==> config.mk <==
export PLATFORM = sky130hd
export DESIGN_NAME = psrl2d_queue
export DESIGN_NICKNAME = d
export VERILOG_FILES = /design/src/rtl/psrl2d_pkg.sv /design/src/rtl/psrl2d_queue.sv
export SDC_FILE = /design/constraint.sdc
export NUM_CORES = 1
export LEC_CHECK = 0
export BUFFER_PORTS_ARGS = -buffer_cell sky130_fd_sc_hd__buf_2
export CORE_MARGIN = 4
export CORE_UTILIZATION = 40
export DETAILED_ROUTE_END_ITERATION = 16
export PLACE_DENSITY = 0.7
export SKIP_CTS_REPAIR_TIMING = 1
export SYNTH_ARGS = -nofsm -noshare
export SYNTH_HDL_FRONTEND = slang
export SYNTH_SLANG_ARGS = --single-unit
==> constraint.sdc <==
create_clock -name clk -period 5.1 [get_ports clk]
set_clock_uncertainty 0.05 [all_clocks]
set_input_delay 1.02 -clock clk [delete_from_list [all_inputs] [get_ports clk]]
set_output_delay 1.02 -clock clk [all_outputs]
set_load 0.01 [all_outputs]
==> src/rtl/psrl2d_pkg.sv <==
`default_nettype none

package psrl2d_pkg;

    // Line store depth and derived widths
    localparam int MAX_WIDTH = 4096;
    localparam int COL_W     = $clog2(MAX_WIDTH);
    localparam int CHAN_W    = 16;
    localparam int NUM_CHAN  = 4;
    localparam int PIX_W     = CHAN_W * NUM_CHAN;
    localparam int WIDTH_W   = 13;
    localparam int HEIGHT_W  = 16;
    localparam int CFG_IDX_W = 3;
    localparam int CFG_DAT_W = 16;
    // compare width for column + 1 against the effective width
    localparam int CMPW_W    = ((COL_W + 1) > WIDTH_W) ? (COL_W + 1) : WIDTH_W;

    // Configuration register indexes
    localparam logic [CFG_IDX_W-1:0] REG_RISE_H = 3'd0;
    localparam logic [CFG_IDX_W-1:0] REG_FALL_H = 3'd1;
    localparam logic [CFG_IDX_W-1:0] REG_RISE_V = 3'd2;
    localparam logic [CFG_IDX_W-1:0] REG_FALL_V = 3'd3;
    localparam logic [CFG_IDX_W-1:0] REG_WIDTH  = 3'd4;
    localparam logic [CFG_IDX_W-1:0] REG_HEIGHT = 3'd5;

    // Classified pixel handed from front to back
    typedef struct packed {
        logic [PIX_W-1:0] pixel;
        logic [COL_W-1:0] col;
        logic             first_col;
        logic             first_row;
    } psrl2d_item_t;

    // Slew rates used by the back end
    typedef struct packed {
        logic [CHAN_W-1:0] rise_h;
        logic [CHAN_W-1:0] fall_h;
        logic [CHAN_W-1:0] rise_v;
        logic [CHAN_W-1:0] fall_v;
    } psrl2d_rates_t;

endpackage

`default_nettype wire

==> src/rtl/psrl2d_queue.sv <==
`default_nettype none

// Two-entry queue between front and back.
module psrl2d_queue
(
    input  wire logic                      clk,
    input  wire logic                      rst_n,
    input  wire logic                      push,
    input  wire psrl2d_pkg::psrl2d_item_t  push_item,
    output logic                           push_ready,
    input  wire logic                      pop,
    output logic                           pop_valid,
    output psrl2d_pkg::psrl2d_item_t       pop_item
);

    psrl2d_pkg::psrl2d_item_t slot_reg [2];
    logic       wr_ptr_reg;
    logic       wr_ptr_next;
    logic       rd_ptr_reg;
    logic       rd_ptr_next;
    logic [1:0] count_reg;
    logic [1:0] count_next;

    assign push_ready = (count_reg != 2'd2);
    assign pop_valid  = (count_reg != 2'd0);
    assign pop_item   = slot_reg[rd_ptr_reg];

    always_comb
    begin
        wr_ptr_next = push ? ~wr_ptr_reg : wr_ptr_reg;
        rd_ptr_next = pop  ? ~rd_ptr_reg : rd_ptr_reg;
        count_next  = count_reg;
        if (push && !pop)
        begin
            count_next = count_reg + 2'd1;
        end
        else if (pop && !push)
        begin
            count_next = count_reg - 2'd1;
        end
    end

    always_ff @(posedge clk or negedge rst_n)
    begin
        if (!rst_n)
        begin
            wr_ptr_reg <= 1'b0;
            rd_ptr_reg <= 1'b0;
            count_reg  <= 2'd0;
        end
        else
        begin
            wr_ptr_reg <= wr_ptr_next;
            rd_ptr_reg <= rd_ptr_next;
            count_reg  <= count_next;
        end
    end

    always_ff @(posedge clk)
    begin
        if (push)
        begin
            slot_reg[wr_ptr_reg] <= push_item;
        end
    end

endmodule

`default_nettype wire

==> metrics.md <==
| Metric | Value |
|---|---|
| Status | finished clean |
| Core Box Area | 0.0141 mm2 |
| GRT overflow | 0 |
| Area of the multi-input gates | 0.00101 mm2 |
| Share of cells above drive strength 1 | 61.2% |
| IO Port Bufs | 161 |
| Slew Limit Fails | 0 |
| Register area | 0.00479 mm2 |
| Max Root-Sink Buffers | 2 |
| Final hold vios | 0 |
| Worst Setup SP | rd_ptr_reg |
| Crit share post-route | 64.5% |
| Sequential cell area fraction in the yosys report | 81.7% |
| Clock period minus worst slack | 3290 ps |
| CP arrival | 2220 ps |
| R2r worst-path depth | 2 |
| XOR/XNOR share of the synthesized area | 0.748% |
| Htree depth | 4 |
| Worst hold path class | input pin to async pin |
| Simple-gate share of the synthesized area | 0.492% |
| Compound-Gate Fraction of Synth Area | 0% |
| Leakage | 2.84 nW |
| RSZ-0062 raised after global routing | false |
| Yosys top cell by area | edfxtp_1 |
| Detail Placement HPWL | 6820 um |
| Final setup violation count | 0 |
| Reg-to-Reg End | slot_reg[0][23] |
| CP required | 4030 ps |
| Die ar. | 0.0166 mm2 |
| DR vias/cell | 4.66 |
| Placed cell areas | 0.00685 mm2 |
| Main combinational cell family by area after synthesis | multiplexers |
| Antenna cell count | 0 |
| Synthesized area per cell | 22.6 um2 |
| Wire per inst | 16.8 um |
| Worst VDD drop | 0.000376 V |
| Worst-Margin Slew | 1130 ps |
| DRC violations left | 0 |
| Syn Inst Count | 259 |
| Post-Layout Cell Count | 623 |
| Adder-cell share of the synthesized area | 0.214% |
| Top post-synthesis cells by area | edfxtp_1 80%, mux2_2 13%, mux2_4 2.6% |
| CTS buffer count | 17 |
| Largest register FFs | 156 |
| Number of distinct library cells after synthesis | 15 |
| CTS clk-pin slew, worst paths | 60 ps |
| Worst r2r src | wr_ptr_reg |
| CTS tree | yes |
| CP endpoint kind | output port |
| Pre-Repair DR Iteration Count | 4 |
| Worst reg-to-reg setup slack | 3080 ps |
| Post-route antenna net violation count | 0 |
| Final wirelength | 10500 um |
| WS Path Type | flop to output port |
| I/O pin count | 162 |
| CTS Sinks | 160 |
| Num rows | 43 |
| Max Cap Violations | 0 |
| Final net count | 514 |
| Synth Warn # | 0 |
| Total power | 0.00422 W |
| Mux contribution to synthesized area | 15.6% |
| Post-synth top area share | 80.0% |
| Max frequency | 0.304 GHz |
| Clk Latency, worst-skew pair | 410 ps |
| Die height | 129 um |
| Fin Setup TNS | 0 ps |
| Synth Register Bits | 160 |
| Utilization after layout | 52.9% |
| All-Layer GR Usage | 12.8% |
| Root Buffer | clkbuf_16 |
| # fillers | 1139 |
| Worst rel slew slack | 24.7% |
| Vias in the first global route | 3174 |
| Initial DRC count | 107 |
| Initial antenna violation count | 1 |
| Via Count | 2905 |
| Placer Congestion | 0.705 |
| Worst-path maximum fanout | 79 |
| Critical Path Source Type | flop |
| Initial Util | 41.5% |
| P&R area growth vs syn | 27.3% |
| Dpl cells | 592 |
| Die Wd | 129 um |
| Post-route cell area | 0.00745 mm2 |
| Largest net degree at the start of global routing | 80 |
| First-pass GRT wire length | 15800 um |
| Mapped Area | 0.00585 mm2 |
| Power per cell area | 566 mW/mm2 |
| Synthesized Nets | 342 |
-- cell type report --
class | count | area share [%]
sequential | 160 | 64.2
multi-input combinational | 89 | 13.6
timing repair buffer | 162 | 11.1
clock buffer | 18 | 5.76
tap | 180 | 3.02
clock inverter | 13 | 2.28
inverter | 1 | 0.0504
-- metal layers --
metal / global-route usage, % / part of all wire (%) / up-vias / wire length, um
li1: - / - / 1368 / -
met1: 14.7 / 40 / 1410 / 4200
met2: 20.8 / 50 / 109 / 5250
met3: 4.98 / 7.7 / 16 / 801
met4: 6.49 / 1.9 / 2 / 200
met5: 0 / 0.12 / - / 13
-- worst max-delay path: stages (launching register included) --
cell     delay, ps
dfrtp_4       1100
mux2_2         430
buf_2          140
-- synth_stat cells --
| library cell | number |
|---|---|
| edfxtp_1 | 156 |
| mux2_2 | 68 |
| mux2_4 | 10 |
| buf_2 | 6 |
| dfrtp_1 | 4 |
| xor2_1 | 4 |
| buf_6 | 3 |
| and2_1 | 1 |
| ha_1 | 1 |
| inv_1 | 1 |
| nand2b_1 | 1 |
| nor2_1 | 1 |
| nor2b_1 | 1 |
| or2_2 | 1 |
| xnor2_1 | 1 |
-- metrics by stage --
stage / setup slack, ps / hold WS (ps)
floorplan: 93.4 / 405
global placement: 2220 / 421
detailed placement: 2240 / 433
CTS: 1770 / 328
global route: 1730 / 325
finish: 1810 / 355
-- placed cells by master (no fill, tap or decap), drive strengths merged --
cell type  synthesis  routed
edfxtp           156     156
clkbuf             0      18
clkinv             0       7
buf                9     162
clkinvlp           0       2
and2               1       1
xnor2              1       1
ha                 1       1
nor2b              1       1
bufinv             0       4
nand2b             1       1
or2                1       1
xor2               4       4
dfrtp              4       4
mux2              78      78
inv                1       1
nor2               1       1
-- kinds of logic after synthesis --
group / Yosys count
flip-flops: 160
multiplexers: 78
buffers and inverters: 10
XOR/XNOR: 5
AND/OR/NAND/NOR: 5
adder cells (fa/ha/maj): 1
-- worst max path at each step --
| stage | to | slack, ps |
|---|---|---|
| 2_1_floorplan | slot_reg[0][0] | 90 |
| 6_report | pop_item[44] | 1810 |
| 3_3_place_gp | slot_reg[0][24] | 2220 |
| 3_5_place_dp | pop_item[49] | 2240 |
| 4_1_cts | pop_item[49] | 1770 |
| 5_1_grt | pop_item[3] | 1730 |
-- report_power, final --
group | internal (W) | switching (W) | total, W
Sequential | 0.00175 | 0.000190 | 0.00194
Clock | 0.000808 | 0.000469 | 0.00128
Combinational | 0.000532 | 0.000470 | 0.00100
Total | 0.00309 | 0.00113 | 0.00422
(Power assumes the default switching activity.)
