<file path="config.mk">
export PLATFORM = sky130hd
export DESIGN_NAME = psrl2d_front
export DESIGN_NICKNAME = d
export VERILOG_FILES = /design/src/rtl/psrl2d_pkg.sv /design/src/rtl/psrl2d_front.sv
export SDC_FILE = /design/constraint.sdc
export NUM_CORES = 1
export LEC_CHECK = 0
export ABC_AREA = 1
export CAP_MARGIN = 40
export CORE_MARGIN = 4
export CORE_UTILIZATION = 38
export DETAILED_ROUTE_END_ITERATION = 8
export DONT_BUFFER_PORTS = 1
export HOLD_SLACK_MARGIN = 0.02
export SLEW_MARGIN = 20
export SYNTH_ARGS = -nofsm -noshare
export SYNTH_HDL_FRONTEND = slang
export SYNTH_SLANG_ARGS = --single-unit
export TNS_END_PERCENT = 50
</file>
<file path="constraint.sdc">
create_clock -name clk -period 8.4 [get_ports clk]
set_clock_uncertainty 0.2 [all_clocks]
set_input_delay 0.42 -clock clk [delete_from_list [all_inputs] [get_ports clk]]
set_output_delay 0.42 -clock clk [all_outputs]
set_load 0.01 [all_outputs]
</file>
<file path="src/rtl/psrl2d_pkg.sv">
`default_nettype none

package psrl2d_pkg;

    // Line store depth and derived widths
    localparam int MAX_WIDTH = 4096;
    localparam int COL_W     = $clog2(MAX_WIDTH);
    localparam int CHAN_W    = 16;
    localparam int NUM_CHAN  = 4;
    localparam int PIX_W     = CHAN_W * NUM_CHAN;
    localparam int WIDTH_W   = 13;
    localparam int HEIGHT_W  = 16;
    localparam int CFG_IDX_W = 3;
    localparam int CFG_DAT_W = 16;
    // compare width for column + 1 against the effective width
    localparam int CMPW_W    = ((COL_W + 1) > WIDTH_W) ? (COL_W + 1) : WIDTH_W;

    // Configuration register indexes
    localparam logic [CFG_IDX_W-1:0] REG_RISE_H = 3'd0;
    localparam logic [CFG_IDX_W-1:0] REG_FALL_H = 3'd1;
    localparam logic [CFG_IDX_W-1:0] REG_RISE_V = 3'd2;
    localparam logic [CFG_IDX_W-1:0] REG_FALL_V = 3'd3;
    localparam logic [CFG_IDX_W-1:0] REG_WIDTH  = 3'd4;
    localparam logic [CFG_IDX_W-1:0] REG_HEIGHT = 3'd5;

    // Classified pixel handed from front to back
    typedef struct packed {
        logic [PIX_W-1:0] pixel;
        logic [COL_W-1:0] col;
        logic             first_col;
        logic             first_row;
    } psrl2d_item_t;

    // Slew rates used by the back end
    typedef struct packed {
        logic [CHAN_W-1:0] rise_h;
        logic [CHAN_W-1:0] fall_h;
        logic [CHAN_W-1:0] rise_v;
        logic [CHAN_W-1:0] fall_v;
    } psrl2d_rates_t;

endpackage

`default_nettype wire

</file>
<file path="src/rtl/psrl2d_front.sv">
`default_nettype none

// Accepts pixels, tracks raster position and tags each word with its column
// and first-row / first-column flags.
module psrl2d_front
(
    input  wire logic                             clk,
    input  wire logic                             rst_n,
    input  wire logic                             s_tvalid,
    output logic                                  s_tready,
    input  wire logic [psrl2d_pkg::PIX_W-1:0]     s_tdata,
    input  wire logic [psrl2d_pkg::WIDTH_W-1:0]   image_width,
    input  wire logic [psrl2d_pkg::HEIGHT_W-1:0]  image_height,
    input  wire logic                             q_ready,
    output logic                                  q_push,
    output psrl2d_pkg::psrl2d_item_t              q_item
);

    logic [psrl2d_pkg::COL_W-1:0]    col_reg;
    logic [psrl2d_pkg::COL_W-1:0]    col_next;
    logic [psrl2d_pkg::HEIGHT_W-1:0] row_reg;
    logic [psrl2d_pkg::HEIGHT_W-1:0] row_next;
    logic [psrl2d_pkg::CMPW_W-1:0]   w_eff;
    logic [psrl2d_pkg::CMPW_W-1:0]   col_inc;
    logic [psrl2d_pkg::HEIGHT_W:0]   h_eff;
    logic [psrl2d_pkg::HEIGHT_W:0]   row_inc;

    assign s_tready = q_ready;
    assign q_push   = s_tvalid && q_ready;

    always_comb
    begin
        q_item.pixel     = s_tdata;
        q_item.col       = col_reg;
        q_item.first_col = (col_reg == '0);
        q_item.first_row = (row_reg == '0);
    end

    // Effective frame size: zero acts as one, width capped at the store depth
    always_comb
    begin
        if (image_width == '0)
        begin
            w_eff = psrl2d_pkg::CMPW_W'(1);
        end
        else if (psrl2d_pkg::CMPW_W'(image_width) > psrl2d_pkg::CMPW_W'(psrl2d_pkg::MAX_WIDTH))
        begin
            w_eff = psrl2d_pkg::CMPW_W'(psrl2d_pkg::MAX_WIDTH);
        end
        else
        begin
            w_eff = psrl2d_pkg::CMPW_W'(image_width);
        end
        if (image_height == '0)
        begin
            h_eff = (psrl2d_pkg::HEIGHT_W+1)'(1);
        end
        else
        begin
            h_eff = {1'b0, image_height};
        end
    end

    always_comb
    begin
        col_inc  = psrl2d_pkg::CMPW_W'(col_reg) + psrl2d_pkg::CMPW_W'(1);
        row_inc  = {1'b0, row_reg} + (psrl2d_pkg::HEIGHT_W+1)'(1);
        col_next = col_reg;
        row_next = row_reg;
        if (q_push)
        begin
            if (col_inc >= w_eff)
            begin
                col_next = '0;
                row_next = (row_inc >= h_eff) ? '0 : row_inc[psrl2d_pkg::HEIGHT_W-1:0];
            end
            else
            begin
                col_next = col_inc[psrl2d_pkg::COL_W-1:0];
            end
        end
    end

    always_ff @(posedge clk or negedge rst_n)
    begin
        if (!rst_n)
        begin
            col_reg <= '0;
            row_reg <= '0;
        end
        else
        begin
            col_reg <= col_next;
            row_reg <= row_next;
        end
    end

endmodule

`default_nettype wire

</file>
==> metrics.md, run 1 <==
| Metric | Value |
|---|---|
| Status | finished, final reports clean |
| DR DRC count | 0 |
| CP max FO | 17 |
| Post-synthesis mux area share | 0% |
| Top Metal Used | met4 |
| WL met3 | about 500 um |
| Synth top area share | between 20% and 30% |
| Comb power frac | 43.7% |
| Leakage | approximately 1.5 nW |
| Clock share of power | 16.1% |
| Startpoint Class | flip-flop |
| Port buffer count | 0 |
| Pwr dens | 183 nW/um^2 |
| Core ar. | between 7000 and 8000 um^2 |
| Crit Path Category | flip-flop to flip-flop |
| Synth top cells by count | nand2_1, buf_4, inv_1 |
| Non-Filler Instances | 471 |
| Internal power | approximately 0.28 mW |
| Synth Register Bits | 28 |
| Worst hold slack | roughly 0.38 ns |
| CP arrival | between 3 and 4 ns |
| Initial DRC Count | about 120 |
| H-tree levels | 1 |
| Ranking of synthesized cells by area | dfrtp_1, buf_4, ha_1 |
| RSZ-0062 raised after global routing | false |
| Final Cycle Share | between 40% and 50% |
| Setup Total Neg Slack | 0 ns |
| Synth Area in Adders | a little over an eighth |
| Pin count of the biggest net entering global routing | 29 |
| Post-CTS Setup Inserts | 0 |
| Max Cap Viol | 0 |
| Met1 wire length | ~2900 um |
| Syn avg cell area | ~7 um^2 |
| Die X | about 100 um |
| Number of antenna diodes | 0 |
| Simple-Gate Fraction of Synth Area | a little under 30% |
| First-pass GRT wire length | ~11,000 um |
| CTS tree | yes |
| YS warnings | 0 |
| Largest family of logic cells by synthesized area | simple AND/OR/NAND/NOR gates |
| GRT Total Usage | 13.7% |
| Switch Pwr | about 0.23 mW |
| Share of layout cells above drive strength 1 | under 10% |
| PostCTS Resize Cnt | 0 |
| CP Cell Sequence | ha_1 -> nand2_1 -> nor3_1 -> nand2_1 -> nor3_1 -> ha_1 -> a21oi_1 -> o21ai_0 -> nor2_1 -> nand3_1 -> nand2_2 -> inv_1 -> nand3_1 -> nand2_1 |
| Synthesized cell area | 3090 um^2 |
| Sequential fraction of the synthesis area | a little under a quarter |
| Worst Max-Slew Pin Slew | between 0.7 and 0.8 ns |
| Cell variety after synth | 30 |
| Normalized max-slew margin | a little over half |
| Count of final setup violators | 0 |
| Critical Path RT | roughly 8.4 ns |
| Num CTS Buffers | 3 |
| Die Span Y | slightly below 100 um |
| Vias/cell | about 5.1 |
| Drt total wl | 6590 um |
| GP Congestion | ~0.86 |
| Peak VDD IR | 0.000110 V |
| Max reg flops | 16 |
| TritonRoute pass-1 iters | 4 |
| Register area | 701 um^2 |
| Clock latency on the worst-skew pair | 0.27 ns |
| Antenna violations before repair | 0 |
| Most common cell on crit path | nand2_1 |
| Initial Utilization | about two fifths |
| Num Clock Sinks | 28 |
| Multi-input gate area | 1680 um^2 |
| # nets final | 500 |
| Root Buffer | clkbuf_8 |
| Post-synth EDFFs | 0 |
| Count leader, synth | nand2_1 |
| Critical path's largest stage delay | 0.48 ns |
| Number of top-level pins | 177 |
| Fill cells | 843 |
| Std-Cell Rows | 32 |
| Total placed cells including tap cells | about 470 |
| Area Overhead vs Synth | -9.92% |
| Die area | ~9600 um^2 |
| Fin util | a little over a third |
| XOR/XNOR share of the synthesized area | under 10% |
| Sequential share of power | between 40 and 50% |
| Hold buffer count at CTS | 2 |
| Most used DFF post-synth | dfrtp_1 |
| DR vias | roughly 2,400 |
| Vias in the first global route | between 2,000 and 2,500 |
| Fmax | 290 MHz |
| Area leader, netlist | dfrtp_1 |
| Total gr overflow | 0 |
| Reg clk slew, reported paths | 0.09 ns |
| Final critical-path required period | between 3 and 4 ns |
| Crit path capture type | flip-flop |
| Fraction of registers with async set/reset | 100% |
| Post-route ant nets | 0 |
| Slowest-stage cell, CP | dfrtp_1 |
| Compound-Gate Fraction of Synth Area | ~4.7% |
| Fin. Hold Viols | 0 |
| Max clock buf depth | 2 |
| Synth Net Count | 564 |
| DPL Wire Length | 5420 um |
| Routed WL per cell | 14.0 um |
| Hold WC Path Type | input port to asynchronous set/reset pin |
| Switching Share | between 40% and 50% |
| Syn Inst Count | approximately 430 |
| Met2 WL | 3080 um |
| Slew Viols, Final | 0 |
## final timing paths
| kind | start | endpoint | slack (ns) | cells after the start |
|---|---|---|---|---|
| worst min register to register | row_reg[15]$_DFFE_PN0P_ | row_reg[15]$_DFFE_PN0P_ | 0.38 | 2 |
| worst max-delay path | col_reg[0]$_DFFE_PN0P_ | row_reg[15]$_DFFE_PN0P_ | 4.95 | 14 |
| min in group clk | row_reg[15]$_DFFE_PN0P_ | row_reg[15]$_DFFE_PN0P_ | 0.38 | 2 |
| worst min-delay path | rst_n | col_reg[11]$_DFFE_PN0P_ | 0.38 | 2 |
| worst max register to register | col_reg[0]$_DFFE_PN0P_ | row_reg[15]$_DFFE_PN0P_ | 4.95 | 14 |
| max in group asynchronous | rst_n | row_reg[5]$_DFFE_PN0P_ | 7.46 | 2 |
## layout make-up
type | instances | area share (%)
sequential | 28 | 25.2
inverter | 52 | 7.01
timing repair buffer | 2 | 1.08
clock buffer | 4 | 1.98
tap | 102 | 4.58
multi-input combinational | 283 | 60.2
## worst max-delay path, delay by kind of cell, from the launching register on
family | cells | cell delay (ns)
AO/OA/AOI/OAI | 2 | 0.25
AND/OR/NAND/NOR | 9 | 1.55
buffers and inverters | 1 | 0.32
adder cells (fa/ha/maj) | 2 | 0.54
flip-flops | 1 | 0.48
## cells by family (layout without fill, tap and decap cells)
logic type	Yosys count	after routing
buffers and inverters	123	58
and+or+nand+nor	199	199
DFF	28	28
adders and majority gates	33	33
xor gates and xnor gates	23	23
AOI/OAI and AO/OA	28	28
## cells in the final DEF, fill, tap and decap left out, drive strengths merged
cell and count:
nand2 95, inv 51, nand3 44, ha 33, dfrtp 28, nor2 28, xor2 18, o21ai 15
a21oi 11, nand4 10, nor3 10, nor4 8, xnor2 5, clkbuf 4, a31oi 1, a41o 1
and3 1, clkinv 1, nand3b 1, and2 1, nor2b 1, buf 1, dlygate4sd3 1
## layer usage
layer	vias up	track usage, %
met2	76	23.6
met5	-	0
met4	0	5.25
met1	1121	16.9
met3	16	2.71
li1	1211	-
## metrics by stage
step           worst slack (ns)  instance area, um^2  power (mW)
6_report                   4.95                 2790       0.510
5_1_grt                    4.60                 2790       0.563
4_1_cts                    4.95                 2790       0.518
3_5_place_dp               4.97                 2700       0.428
3_3_place_gp               5.05                 2700       0.421
2_1_floorplan              5.61                 3090       0.397
## power groups by stage
stage                     clock network [mW]  logic, mW  registers (mW)
final                                 0.0823      0.223           0.205
after global routing                  0.0926      0.261           0.210
after CTS                             0.0868      0.225           0.206
after detailed placement                   0      0.219           0.209
after global placement                     0      0.214           0.208
after floorplan                            0      0.202           0.195
Note: power is estimated with default switching activity, not from simulation.
==> run 2, diff against run 1 <==
==> constraint.sdc (replaced) <==
create_clock -name clk -period 3.2 [get_ports clk]
set_clock_uncertainty 0.2 [all_clocks]
set_input_delay 0.16 -clock clk [delete_from_list [all_inputs] [get_ports clk]]
set_output_delay 0.16 -clock clk [all_outputs]
set_load 0.01 [all_outputs]
==> run 2 against run 1 <==
Effect of this change:
- critical endpoint unchanged
- hold slack got worse by 0.26 ns
- highest routed layer unchanged
- combinational power increased to 2.9 times the previous value
- critical path depth increased by 5
- cell count increased by 1.7%
- core utilization increased by 1.3 points
- register-to-register slack got worse by 4.6 ns
- sequential cell count unchanged
- sequential power increased by 150%
- non-clock buffer count increased by 8
- clock power increased to 2.6 times the previous value
- via count increased by 0.41%
- total power increased to 2.7 times the previous value
==> metrics.md, run 2 (synthesis gave the netlist of run 1 again) <==
| Metric | Value |
|---|---|
| Status | finished, final reports clean |
| Leakage | 1.49 nW (+2.7%) |
| Slowest-stage cell, CP | dfrtp_1 |
| Pin count of the biggest net entering global routing | 29 (unchanged) |
| Worst Max-Slew Pin Slew | 0.464 ns (-0.252 ns) |
| GRT Total Usage | 13.1% (-0.65 points) |
| Most common cell on crit path | nand2_1 |
| First-pass GRT wire length | 10,700 um (-4.2%) |
| Port buffer count | 0 (unchanged) |
| Total power | 1.36 mW (+170%) |
| DPL Wire Length | 5220 um (-3.8%) |
| Crit Path Category | flip-flop to flip-flop |
| Normalized max-slew margin | 68.9% (+17 points) |
| Initial DRC Count | 96 (-19%) |
| Max Cap Viol | 0 (unchanged) |
| Slew Viols, Final | 0 (unchanged) |
| Die Span Y | 98.2 um (unchanged) |
| CP arrival | 2.91 ns (-0.51 ns) |
| Peak VDD IR | 0.000229 V (+110%) |
| Total placed cells including tap cells | 471 (+1.3%) |
| Fmax | 345 MHz (+19%) |
| Die X | 98.2 um (unchanged) |
| DR vias | 2,434 (+0.41%) |
| Vias in the first global route | 2,379 (-3.8%) |
| Multi-input gate area | 1690 um^2 (+0.60%) |
| Commonest non-fill, non-tap cell in the layout | nand2_1 |
| Num Clock Sinks | 28 (unchanged) |
| Max clock buf depth | 2 (unchanged) |
| Root Buffer | clkbuf_8 |
| Count of final setup violators | 0 (unchanged) |
| CP max FO | 16 (-1) |
| CTS tree | yes |
| Initial Utilization | 39.6% (unchanged) |
| Max reg flops | 16 (unchanged) |
| Number of top-level pins | 177 (unchanged) |
| Register area | 701 um^2 (unchanged) |
| Vias/cell | 5.08 (-1.3%) |
| Reg clk slew, reported paths | 0.10 ns (about the same) |
| Crit path capture type | flip-flop |
| Drt total wl | 6340 um (-3.7%) |
| Pwr dens | 473 nW/um^2 (+160%) |
| # nets final | 508 (+1.6%) |
| Core ar. | 7810 um^2 (unchanged) |
| Die area | 9640 um^2 (unchanged) |
| DR DRC count | 0 (unchanged) |
| CP Cell Sequence | ha_1 -> nand3_2 -> inv_1 -> nand2_1 -> nor2_2 -> nand2_2 -> nor2_2 -> xor2_2 -> ha_1 -> nand2_1 -> nor2_1 -> nand4_1 -> nand2_1 -> nand2_1 -> nand3_2 -> nor2_4 -> buf_12 -> nand3_1 -> nand2_1 |
| Num CTS Buffers | 3 (unchanged) |
| Number of antenna diodes | 0 (unchanged) |
| Fill cells | 841 (-0.24%) |
| Setup Total Neg Slack | 0 ns (unchanged) |
| Non-Filler Instances | 479 (+1.7%) |
| Std-Cell Rows | 32 (unchanged) |
| TritonRoute pass-1 iters | 4 (unchanged) |
| Clock latency on the worst-skew pair | 0.27 ns (about the same) |
| Final critical-path required period | 2.90 ns (-0.553 ns) |
| Post-route ant nets | 0 (unchanged) |
| Final Cycle Share | 90.6% (+49 points) |
| Routed WL per cell | 13.2 um (-5.4%) |
| Hold WC Path Type | input port to asynchronous set/reset pin |
| GP Congestion | 0.928 (+7.7%) |
| Area Overhead vs Synth | -6.72% |
| Total gr overflow | 0 (unchanged) |
| Fin. Hold Viols | 0 (unchanged) |
| H-tree levels | 1 (unchanged) |
| Share of layout cells above drive strength 1 | 7.16% (+2.8 points) |
| Highest-count cells in the layout ignoring fill and taps | nand2_1, inv_1, nand3_1 |
| Antenna violations before repair | 0 (unchanged) |
| Critical Path RT | 3.21 ns (-5.15 ns) |
| Critical path's largest stage delay | 0.45 ns (-0.03 ns) |
| Startpoint Class | flip-flop |
run 2: per-layer routing:
| metal | global-route usage, % | wire length (um) | vias to the layer above |
|---|---|---|---|
| met3 | 2.71 | 595 | 18 |
| met2 | 20.5 | 2820 | 93 |
| li1 | - | - | 1235 |
| met1 | 17.3 | 2810 | 1088 |
| met5 | 0 | 0 | - |
| met4 | 5.99 | 117 | 0 |
run 2: final cells by class:
type / instances / area share, %
Tap cell: 102 / 4.43
Inverter: 52 / 6.90
Timing Repair Buffer: 10 / 3.99
Clock buffer: 4 / 1.91
Multi-Input combinational cell: 283 / 58.5
Sequential cell: 28 / 24.3
run 2: critical path, delay by kind of cell (launching register included):
family	cells	cell delay, ns
simple gates	14	1.29
fa+ha+maj	2	0.49
flops	1	0.45
xor+xnor	1	0.19
buf+inv	2	0.22
run 2: worst paths after layout:
path	from	endpoint	slack, ns	cells after the start
min in group clk	s_tdata[13]	q_item[27]	0.12	0
hold reg to reg	row_reg[1]$_DFFE_PN0P_	row_reg[1]$_DFFE_PN0P_	0.35	2
setup / recovery	row_reg[0]$_DFFE_PN0P_	row_reg[15]$_DFFE_PN0P_	0.30	19
hold / removal	rst_n	col_reg[8]$_DFFE_PN0P_	0.12	2
max in group asynchronous	rst_n	row_reg[8]$_DFFE_PN0P_	2.52	2
setup reg to reg	row_reg[0]$_DFFE_PN0P_	row_reg[15]$_DFFE_PN0P_	0.30	19
run 2: repair_timing:
action / CTS / global route
hold buffers: 2 / 0
setup endpoints to repair: 0 / 28
gates resized for setup: 0 / 3
endpoints found under the hold margin: 28 / 0
setup buffers: 0 / 2
run 2: report_power, final:
group          switching [mW]  internal [mW]
registers              0.0886          0.418
logic                   0.397          0.244
clock network           0.106          0.110
total                   0.591          0.772
run 2: per-stage QoR:
stage	util (%)	hold slack (ns)	cell area, um^2	setup WS (ns)
4_1_cts	36.3	0.120	2830	0.0874
2_1_floorplan	-	-0.336	3090	0.414
6_report	36.9	0.120	2880	0.302
3_3_place_gp	35.2	-0.334	2750	0.106
3_5_place_dp	35.2	-0.334	2750	0.114
5_1_grt	36.9	0.120	2880	-0.00189
